==> config.mk <==
export PLATFORM = sky130hd
export DESIGN_NAME = fixed_slot_pool_allocator_unit
export DESIGN_NICKNAME = d
export VERILOG_FILES = /design/src/design/fspa_pkg.sv /design/src/design/fspa_free_stack.sv /design/src/design/fixed_slot_pool_allocator_unit.sv
export SDC_FILE = /design/constraint.sdc
export NUM_CORES = 2
export LEC_CHECK = 0
export BUFFER_PORTS_ARGS = -buffer_cell sky130_fd_sc_hd__clkbuf_2
export CORE_MARGIN = 2
export CORE_UTILIZATION = 45
export CTS_CLUSTER_SIZE = 24
export DETAILED_ROUTE_END_ITERATION = 10
export HOLD_SLACK_MARGIN = 0.03
export MAX_ROUTING_LAYER = met4
export SLEW_MARGIN = 40
export SYNTH_ARGS = -nofsm -noshare
export SYNTH_HDL_FRONTEND = slang
export SYNTH_SLANG_ARGS = --single-unit
==> constraint.sdc <==
create_clock -name i_clk -period 5.9 [get_ports i_clk]
set_input_delay 1.77 -clock i_clk [delete_from_list [all_inputs] [get_ports i_clk]]
set_output_delay 1.77 -clock i_clk [all_outputs]
set_load 0.02 [all_outputs]
==> src/design/fspa_pkg.sv <==
// ----------------------------------------------------------------------------
// fspa_pkg - shared types and constants for the fixed slot pool allocator
// Request/result words, request kinds, status codes and default sizes.
// ----------------------------------------------------------------------------
package fspa_pkg;

    localparam int SLOT_COUNT       = 256;
    localparam int SLOT_W           = 8;
    localparam int COUNT_W          = 9;
    localparam int GROW_COUNT_DEF   = 16;
    localparam int MAX_BLOCKS_DEF   = 16;

    // request kinds
    localparam logic [1:0] KIND_ALLOC    = 2'd0;
    localparam logic [1:0] KIND_FREE     = 2'd1;
    localparam logic [1:0] KIND_FREE_ALL = 2'd2;

    // result status codes
    localparam logic [1:0] ST_OK          = 2'd0;
    localparam logic [1:0] ST_EXHAUSTED   = 2'd1;
    localparam logic [1:0] ST_NOT_IN_POOL = 2'd2;
    localparam logic [1:0] ST_NOT_ALLOC   = 2'd3;

    typedef struct packed {
        logic [1:0]        kind;
        logic [SLOT_W-1:0] slot;
    } t_in_word;

    typedef struct packed {
        logic [SLOT_W-1:0]  given_slot;
        logic [1:0]         status;
        logic [COUNT_W-1:0] live_count;
        logic [4:0]         blocks_in_use;
    } t_out_word;

    typedef struct packed {
        logic              push;
        logic              pop;
        logic [SLOT_W-1:0] slot;
    } t_stack_cmd;

endpackage

==> src/design/fspa_free_stack.sv <==
// ----------------------------------------------------------------------------
// fspa_free_stack - LIFO of freed slots, linked through a link memory
// Keeps the top and the entry below it in registers, and prefetches the
// link of the entry below so a pop needs no extra memory read.
// ----------------------------------------------------------------------------
module fspa_free_stack
    import fspa_pkg::*;
(
    input  logic              i_clk,
    input  logic              i_rst_n,
    input  t_stack_cmd        i_cmd,
    output logic [SLOT_W-1:0] o_top
);

    logic [SLOT_W-1:0] r_link_mem [SLOT_COUNT];
    logic [SLOT_W-1:0] r_top;
    logic [SLOT_W-1:0] n_top;
    logic [SLOT_W-1:0] r_below;
    logic [SLOT_W-1:0] n_below;
    logic [SLOT_W-1:0] r_below_link;

    // r_below_link always holds link[r_below]: it is read at the next
    // address of r_below. A push writes the new top, never the entry below.
    always_comb begin
        n_top   = r_top;
        n_below = r_below;
        if (i_cmd.push) begin
            n_top   = i_cmd.slot;
            n_below = r_top;
        end else if (i_cmd.pop) begin
            n_top   = r_below;
            n_below = r_below_link;
        end
    end

    always_ff @(posedge i_clk) begin
        if (!i_rst_n) begin
            r_top   <= '0;
            r_below <= '0;
        end else begin
            r_top   <= n_top;
            r_below <= n_below;
        end
    end

    always_ff @(posedge i_clk) begin
        if (i_cmd.push) begin
            r_link_mem[i_cmd.slot] <= r_top;
        end
        r_below_link <= r_link_mem[n_below];
    end

    assign o_top = r_top;

endmodule

==> src/design/fixed_slot_pool_allocator_unit.sv <==
// ----------------------------------------------------------------------------
// fixed_slot_pool_allocator_unit - fixed-size slot pool allocator
//
// Request channel (i_in_valid / o_in_ready / i_in_word): allocate, free one
// slot, or free all. Result channel (o_out_valid / i_out_ready /
// o_out_word): one word per request with the given slot, a status, the
// live slot count and the number of blocks grown.
// Allocation order: most recently freed slot first (LIFO), then untouched
// slots of the newest block in descending order, then a new block of
// GROW_COUNT slots, up to MAX_BLOCKS blocks within 256 slots.
// Result: registered, valid in the cycle after the request is taken.
// Throughput: one request per cycle while the receiver does not stall; the
// free stack keeps the link of the entry below its top prefetched from the
// link memory, so a pop needs no extra memory read.
// Receiver stall: the result register holds its word; a new request is
// taken only when that register is empty or being drained in the same cycle.
// Reset: pool empty, no blocks grown, allocated map cleared. The link
// memory is not cleared; it is only read after it was written.
// ----------------------------------------------------------------------------
module fixed_slot_pool_allocator_unit
    import fspa_pkg::*;
#(
    parameter int GROW_COUNT = GROW_COUNT_DEF,
    parameter int MAX_BLOCKS = MAX_BLOCKS_DEF
) (
    input  logic      i_clk,
    input  logic      i_rst_n,
    input  logic      i_in_valid,
    output logic      o_in_ready,
    input  t_in_word  i_in_word,
    output logic      o_out_valid,
    input  logic      i_out_ready,
    output t_out_word o_out_word
);

    localparam int BLK_FIT = SLOT_COUNT / GROW_COUNT;
    localparam int BLK_LIM = (MAX_BLOCKS < BLK_FIT) ? MAX_BLOCKS : BLK_FIT;
    localparam int BLK_W   = $clog2(BLK_LIM + 1);
    localparam int LEFT_W  = $clog2(GROW_COUNT + 1);

    logic                  r_stack_empty;
    logic                  n_stack_empty;
    logic [SLOT_W-1:0]     r_fresh_next;
    logic [SLOT_W-1:0]     n_fresh_next;
    logic [LEFT_W-1:0]     r_fresh_left;
    logic [LEFT_W-1:0]     n_fresh_left;
    logic [BLK_W-1:0]      r_blocks;
    logic [BLK_W-1:0]      n_blocks;
    logic [COUNT_W-1:0]    r_grown;
    logic [COUNT_W-1:0]    n_grown;
    logic [COUNT_W-1:0]    r_total;
    logic [COUNT_W-1:0]    n_total;
    logic [SLOT_COUNT-1:0] r_map;
    logic [SLOT_COUNT-1:0] n_map;
    logic                  r_out_valid;
    t_out_word             r_out_word;
    t_out_word             n_out_word;

    logic              take;
    t_stack_cmd        stack_cmd;
    logic [SLOT_W-1:0] stack_top;
    logic [COUNT_W:0]  busy_plus_one;
    logic [COUNT_W:0]  grown_new;
    logic [COUNT_W-1:0] blocks_wide;

    assign o_in_ready = !r_out_valid || i_out_ready;
    assign take       = i_in_valid && o_in_ready;

    fspa_free_stack u_stack (
        .i_clk   (i_clk),
        .i_rst_n (i_rst_n),
        .i_cmd   (stack_cmd),
        .o_top   (stack_top)
    );

    always_comb begin
        n_stack_empty = r_stack_empty;
        n_fresh_next  = r_fresh_next;
        n_fresh_left  = r_fresh_left;
        n_blocks      = r_blocks;
        n_grown       = r_grown;
        n_total       = r_total;
        n_map         = r_map;
        stack_cmd     = '{push: 1'b0, pop: 1'b0, slot: i_in_word.slot};
        n_out_word.given_slot = '0;
        n_out_word.status     = ST_OK;
        // free stack depth is grown - fresh_left - total
        busy_plus_one = (COUNT_W+1)'(r_fresh_left) + (COUNT_W+1)'(r_total)
                        + (COUNT_W+1)'(1);
        grown_new     = (COUNT_W+1)'(r_grown) + (COUNT_W+1)'(GROW_COUNT);

        if (take) begin
            case (i_in_word.kind)
                KIND_ALLOC: begin
                    if (!r_stack_empty) begin
                        stack_cmd.pop         = 1'b1;
                        n_out_word.given_slot = stack_top;
                        if ({1'b0, r_grown} <= busy_plus_one) begin
                            n_stack_empty = 1'b1;
                        end
                        n_map[stack_top] = 1'b1;
                        n_total          = r_total + COUNT_W'(1);
                    end else if (r_fresh_left != '0) begin
                        n_out_word.given_slot = r_fresh_next;
                        n_fresh_left          = r_fresh_left - LEFT_W'(1);
                        if (r_fresh_next != '0) begin
                            n_fresh_next = r_fresh_next - SLOT_W'(1);
                        end
                        n_map[r_fresh_next] = 1'b1;
                        n_total             = r_total + COUNT_W'(1);
                    end else if (r_blocks < BLK_W'(BLK_LIM)) begin
                        // grow: hand out the top slot of the new block
                        n_blocks              = r_blocks + BLK_W'(1);
                        n_grown               = grown_new[COUNT_W-1:0];
                        n_out_word.given_slot = SLOT_W'(grown_new - (COUNT_W+1)'(1));
                        n_fresh_left          = LEFT_W'(GROW_COUNT - 1);
                        n_fresh_next          = SLOT_W'(grown_new - (COUNT_W+1)'(1));
                        if (n_out_word.given_slot != '0) begin
                            n_fresh_next = n_out_word.given_slot - SLOT_W'(1);
                        end
                        n_map[n_out_word.given_slot] = 1'b1;
                        n_total                      = r_total + COUNT_W'(1);
                    end else begin
                        n_out_word.status = ST_EXHAUSTED;
                    end
                end
                KIND_FREE: begin
                    if ({1'b0, i_in_word.slot} >= r_grown) begin
                        n_out_word.status = ST_NOT_IN_POOL;
                    end else if (!r_map[i_in_word.slot]) begin
                        n_out_word.status = ST_NOT_ALLOC;
                    end else begin
                        n_map[i_in_word.slot] = 1'b0;
                        n_total               = r_total - COUNT_W'(1);
                        stack_cmd.push        = 1'b1;
                        n_stack_empty         = 1'b0;
                    end
                end
                KIND_FREE_ALL: begin
                    n_stack_empty = 1'b1;
                    n_fresh_next  = '0;
                    n_fresh_left  = '0;
                    n_blocks      = '0;
                    n_grown       = '0;
                    n_total       = '0;
                    n_map         = '0;
                end
                default: begin
                end
            endcase
        end

        blocks_wide                 = COUNT_W'(n_blocks);
        n_out_word.live_count       = n_total;
        n_out_word.blocks_in_use    = blocks_wide[4:0];
    end

    always_ff @(posedge i_clk) begin
        if (!i_rst_n) begin
            r_stack_empty <= 1'b1;
            r_fresh_next  <= '0;
            r_fresh_left  <= '0;
            r_blocks      <= '0;
            r_grown       <= '0;
            r_total       <= '0;
            r_map         <= '0;
            r_out_valid   <= 1'b0;
        end else begin
            r_stack_empty <= n_stack_empty;
            r_fresh_next  <= n_fresh_next;
            r_fresh_left  <= n_fresh_left;
            r_blocks      <= n_blocks;
            r_grown       <= n_grown;
            r_total       <= n_total;
            r_map         <= n_map;
            if (take) begin
                r_out_valid <= 1'b1;
            end else if (i_out_ready) begin
                r_out_valid <= 1'b0;
            end
        end
    end

    always_ff @(posedge i_clk) begin
        if (take) begin
            r_out_word <= n_out_word;
        end
    end

    assign o_out_valid = r_out_valid;
    assign o_out_word  = r_out_word;

endmodule

==> summary.md <==
| Metric | Value |
|---|---|
| Status | `complete, but fails checks` |
| Violated checks | `setup timing` |
| Via Count | `74600` |
| Hold slack | `0.505 ns` |
| Clock slew at reported path FFs | `0.06 ns` |
| Worst setup startpoint | `i_in_word[1]` |
| Final Hold Viols | `0` |
| Static Leak | `~0.044 uW` |
| Largest net degree at the start of global routing | `between 150 and 200` |
| Share of post-route cells with drive strength above 1 | `between 10% and 20%` |
| Grt ovf | `0` |
| Port bufs | `39` |
| Kind of critical path | `in -> reg` |
| Sink Count | `2386` |
| Post-synth ARST share | `0%` |
| Area Growth Syn to Fin | `17.5%` |
| CTS root buf | `clkbuf_16` |
| Post-Synthesis Cells | `8220` |
| Period utilization | `101%` |
| Wl on met1 | `around 140000 um` |
| Syn Nets | `roughly 8300` |
| Syn Area/Cell | `approximately 13 um^2` |
| Register bit total from synthesis | `around 2400` |
| CORE AREA | `around 230000 um^2` |
| Initial antenna violation count | `16` |
| CTS Buf Count | `~240` |
| EDFF count, synth | `2072` |
| Initial DRC Count | `approximately 10000` |
| Die Ht | `approximately 480 um` |
| Startpoint Class | `input pin` |
| First-pass GRT wire length | `500000 um` |
| Final WS setup | `-0.0719 ns` |
| Router iterations before antenna repair | `8` |
| Htree depth | `4` |
| Final wirelength | `~350000 um` |
| Fmax | `~170 MHz` |
| Worst Tran Pin Value | `between 0.9 and 1 ns` |
| # rows | `about 180` |
| GRT Total Usage | `between 20% and 30%` |
| DRC | `0` |
| Worst Clk Skew | `between 0.08 and 0.09 ns` |
| DPL Wire Length | `227000 um` |
| Min Tclk post-route | `between 5 and 6 ns` |
| Hold WC Path Type | `reg -> reg` |
| Initial Util | `a little under half` |
| Routed WL per cell | `29.3 um` |
| Worst-case vdd ir drop | `roughly 0.33 mV` |
| Netlist Area Pre-Place | `slightly above 100000 um^2` |
| R2R setup slack | `around 0.54 ns` |
| Final Max Slew Viols | `0` |
| Commonest non-fill, non-tap cells in the layout | `edfxtp_1, nand2_1, buf_4` |
| I/O pin count | `40` |
| R2R Path Start | `r_grown[4]$_SDFFE_PN0P_` |
| Highest routing layer actually used | `met4` |
| CTS Hold Bufs | `0` |
| Critical Path Sink Type | `flop` |
| Setup violators final | `3` |
| Number of global-route vias before repair | `roughly 70000` |
| Crit path max fanout | `7` |
| CTS tree | `built` |
| Die area | `approximately 230000 um^2` |
| CP Data Required Time | `~6.7 ns` |
| PD cells | `288 nW/um^2` |
| Top FF cell, synth | `edfxtp_1` |
| Final RePlAce weighted congestion | `between 0.9 and 1` |
| Yosys warning total | `0` |
| Worst EP arrival | `roughly 6.7 ns` |
| Commonest non-fill, non-tap cell in the layout | `edfxtp_1` |
| Via-per-instance ratio | `about 6.3` |
| Setup crit end | `u_stack.r_below_link[4]$_DFF_P_` |
| Wire length on met3 | `a little over 40000 um` |
| RR Endpoint | `u_stack.r_below_link[5]$_DFF_P_` |
| Register area share after synthesis | `66.1%` |
| RSZ-0062 raised after global routing | `yes` |
| Overall power | `roughly 35000 uW` |
| DR WL met2 | `about 150000 um` |
| R2R cell count | `19` |
| # Max-Cap Violations | `0` |
| Final ANT Viol Nets | `0` |
| Die width | `484 um` |
| Max clock buf depth | `3` |
| Netlist cell types | `89` |
| Clock Latency Late Sink | `0.92 ns` |
| Nets | `8729` |
| Slew Limit Headroom | `about 37%` |
kinds of logic (layout without fill, tap and decap cells):
kind of cell               after synthesis  after routing  synth area share [%]
and+or+nand+nor                       2700           2700                  11.5
DFF                                   2386           2386                  66.1
AOI/OAI and AO/OA                     1747           1747                  10.2
buffers and inverters                  684           1351                  3.04
muxes                                  658            658                  8.58
adders and majority gates               34             34                 0.418
xor gates and xnor gates                11             11                0.0930
other                                    0              7                     0
through the flow:
step           TNS, ns  util (%)  area, um^2  worst slack [ns]  instances
2_1_floorplan        0         -      104000            0.0251       8220
3_3_place_gp   -721.09      49.1      113000             -1.70      11400
3_5_place_dp   -776.95      49.2      113000             -1.47      11400
4_1_cts              0      52.7      121000            0.0241      11900
5_1_grt         -0.122      53.0      122000           -0.0751      11900
6_report        -0.127      53.0      122000           -0.0719      11900
final cells by class:
type                    count  area [um^2]
inverters                  35          131
well taps                3026         3790
fillers                 18900       108000
clock buffers             293         6380
repair buffers            870         8420
multi-input cells        5150        32900
flip-flops and latches   2386        68500
clock inverters           153         1580
diodes                      7         17.5
synthesized netlist by cell type (all sizes together), types with 7 or more instances:
master   number  area, um^2
edfxtp     2072       62200
nand2      1367        5140
a21oi       514        2580
nor2        472        1790
mux2i       449        4500
o21ai       449        2260
clkbuf      418        1570
nand3       338        1700
dfxtp       314        6290
o22ai       313        1960
buf         231        1440
mux4        180        4050
nor2b       156         976
and2        151         945
a22oi        87         653
nand4        73         457
a31oi        72         450
a32oi        58         508
o2111ai      40         350
inv          35         131
nor3         35         180
ha           33         413
o211ai       33         248
mux2         29         327
nand2b       27         169
nor4         23         144
and3         21         131
a2111oi      19         166
a21boi       16         120
a211oi       14         105
a21o         12        90.1
o211a        12         120
o221ai       12         105
a311oi       10        87.6
a221oi        9        78.8
a22o          9        78.8
o221a         9         101
or3           9        56.3
a41oi         8        70.1
xor2          8        70.1
and4          7        61.3
o311ai        7        61.3
worst max-delay path, stage by stage:
cell,delay [ns]
buf_16,0.12
mux4_2,0.50
mux4_2,0.59
a2bb2oi_2,0.17
nor4bb_1,0.14
a21o_1,0.23
o31a_4,0.44
o21ai_4,0.22
nand2_8,0.15
buf_4,0.18
buf_12,0.13
buf_4,0.16
mux2i_2,0.37
o22ai_1,0.26
o21ai_0,0.46
buf_4,0.19
a41oi_1,0.10
buf_4,0.17
a21oi_1,0.23
nand4_1,0.12
repair_timing:
item	4_1_cts	5_1_grt
setup endpoints to repair	8	8
gates resized for setup	16	31
setup buffers	3	18
cloned	0	3
pin swaps	5	13
sequential cells by signal, summed over array words and instances (netlist names):
| signal | count |
|---|---|
| r_fresh_next | 8 |
| r_blocks | 5 |
| o_out_valid | 1 |
| u_stack.r_below_link | 8 |
| r_stack_empty | 1 |
| r_map | 256 |
| r_fresh_left | 5 |
| r_total | 9 |
| o_out_word | 24 |
| r_grown | 5 |
| u_stack.r_below | 8 |
| u_stack.r_link_mem | 2048 |
| u_stack.o_top | 8 |
power breakdown:
group	internal, uW	leakage, uW	switching (uW)
combinational	450	0.0151	965
sequential	18100	0.0248	42.3
clock	8760	0.00387	6680
total	27400	0.0438	7680
per-layer routing:
| layer | GRT usage [%] | vias up |
|---|---|---|
| met5 | - | - |
| met2 | 42.9 | 4737 |
| met3 | 6.38 | 707 |
| met4 | 10.7 | 0 |
| met1 | 42.1 | 37200 |
| li1 | - | 31900 |
worst min path at each step:
stage | cells past startpoint | to | slack (ns) | start
detailed placement | 2 | r_map[175]$_SDFFE_PN0P_ | 0.48 | r_map[175]$_SDFFE_PN0P_
global route | 2 | r_fresh_left[4]$_SDFFE_PN0P_ | 0.52 | r_fresh_left[4]$_SDFFE_PN0P_
global placement | 2 | r_map[175]$_SDFFE_PN0P_ | 0.47 | r_map[175]$_SDFFE_PN0P_
finish | 2 | r_map[175]$_SDFFE_PN0P_ | 0.50 | r_map[175]$_SDFFE_PN0P_
CTS | 2 | r_map[175]$_SDFFE_PN0P_ | 0.49 | r_map[175]$_SDFFE_PN0P_
floorplan | 2 | r_map[175]$_SDFFE_PN0P_ | 0.43 | r_map[175]$_SDFFE_PN0P_
(Power assumes the default switching activity.)
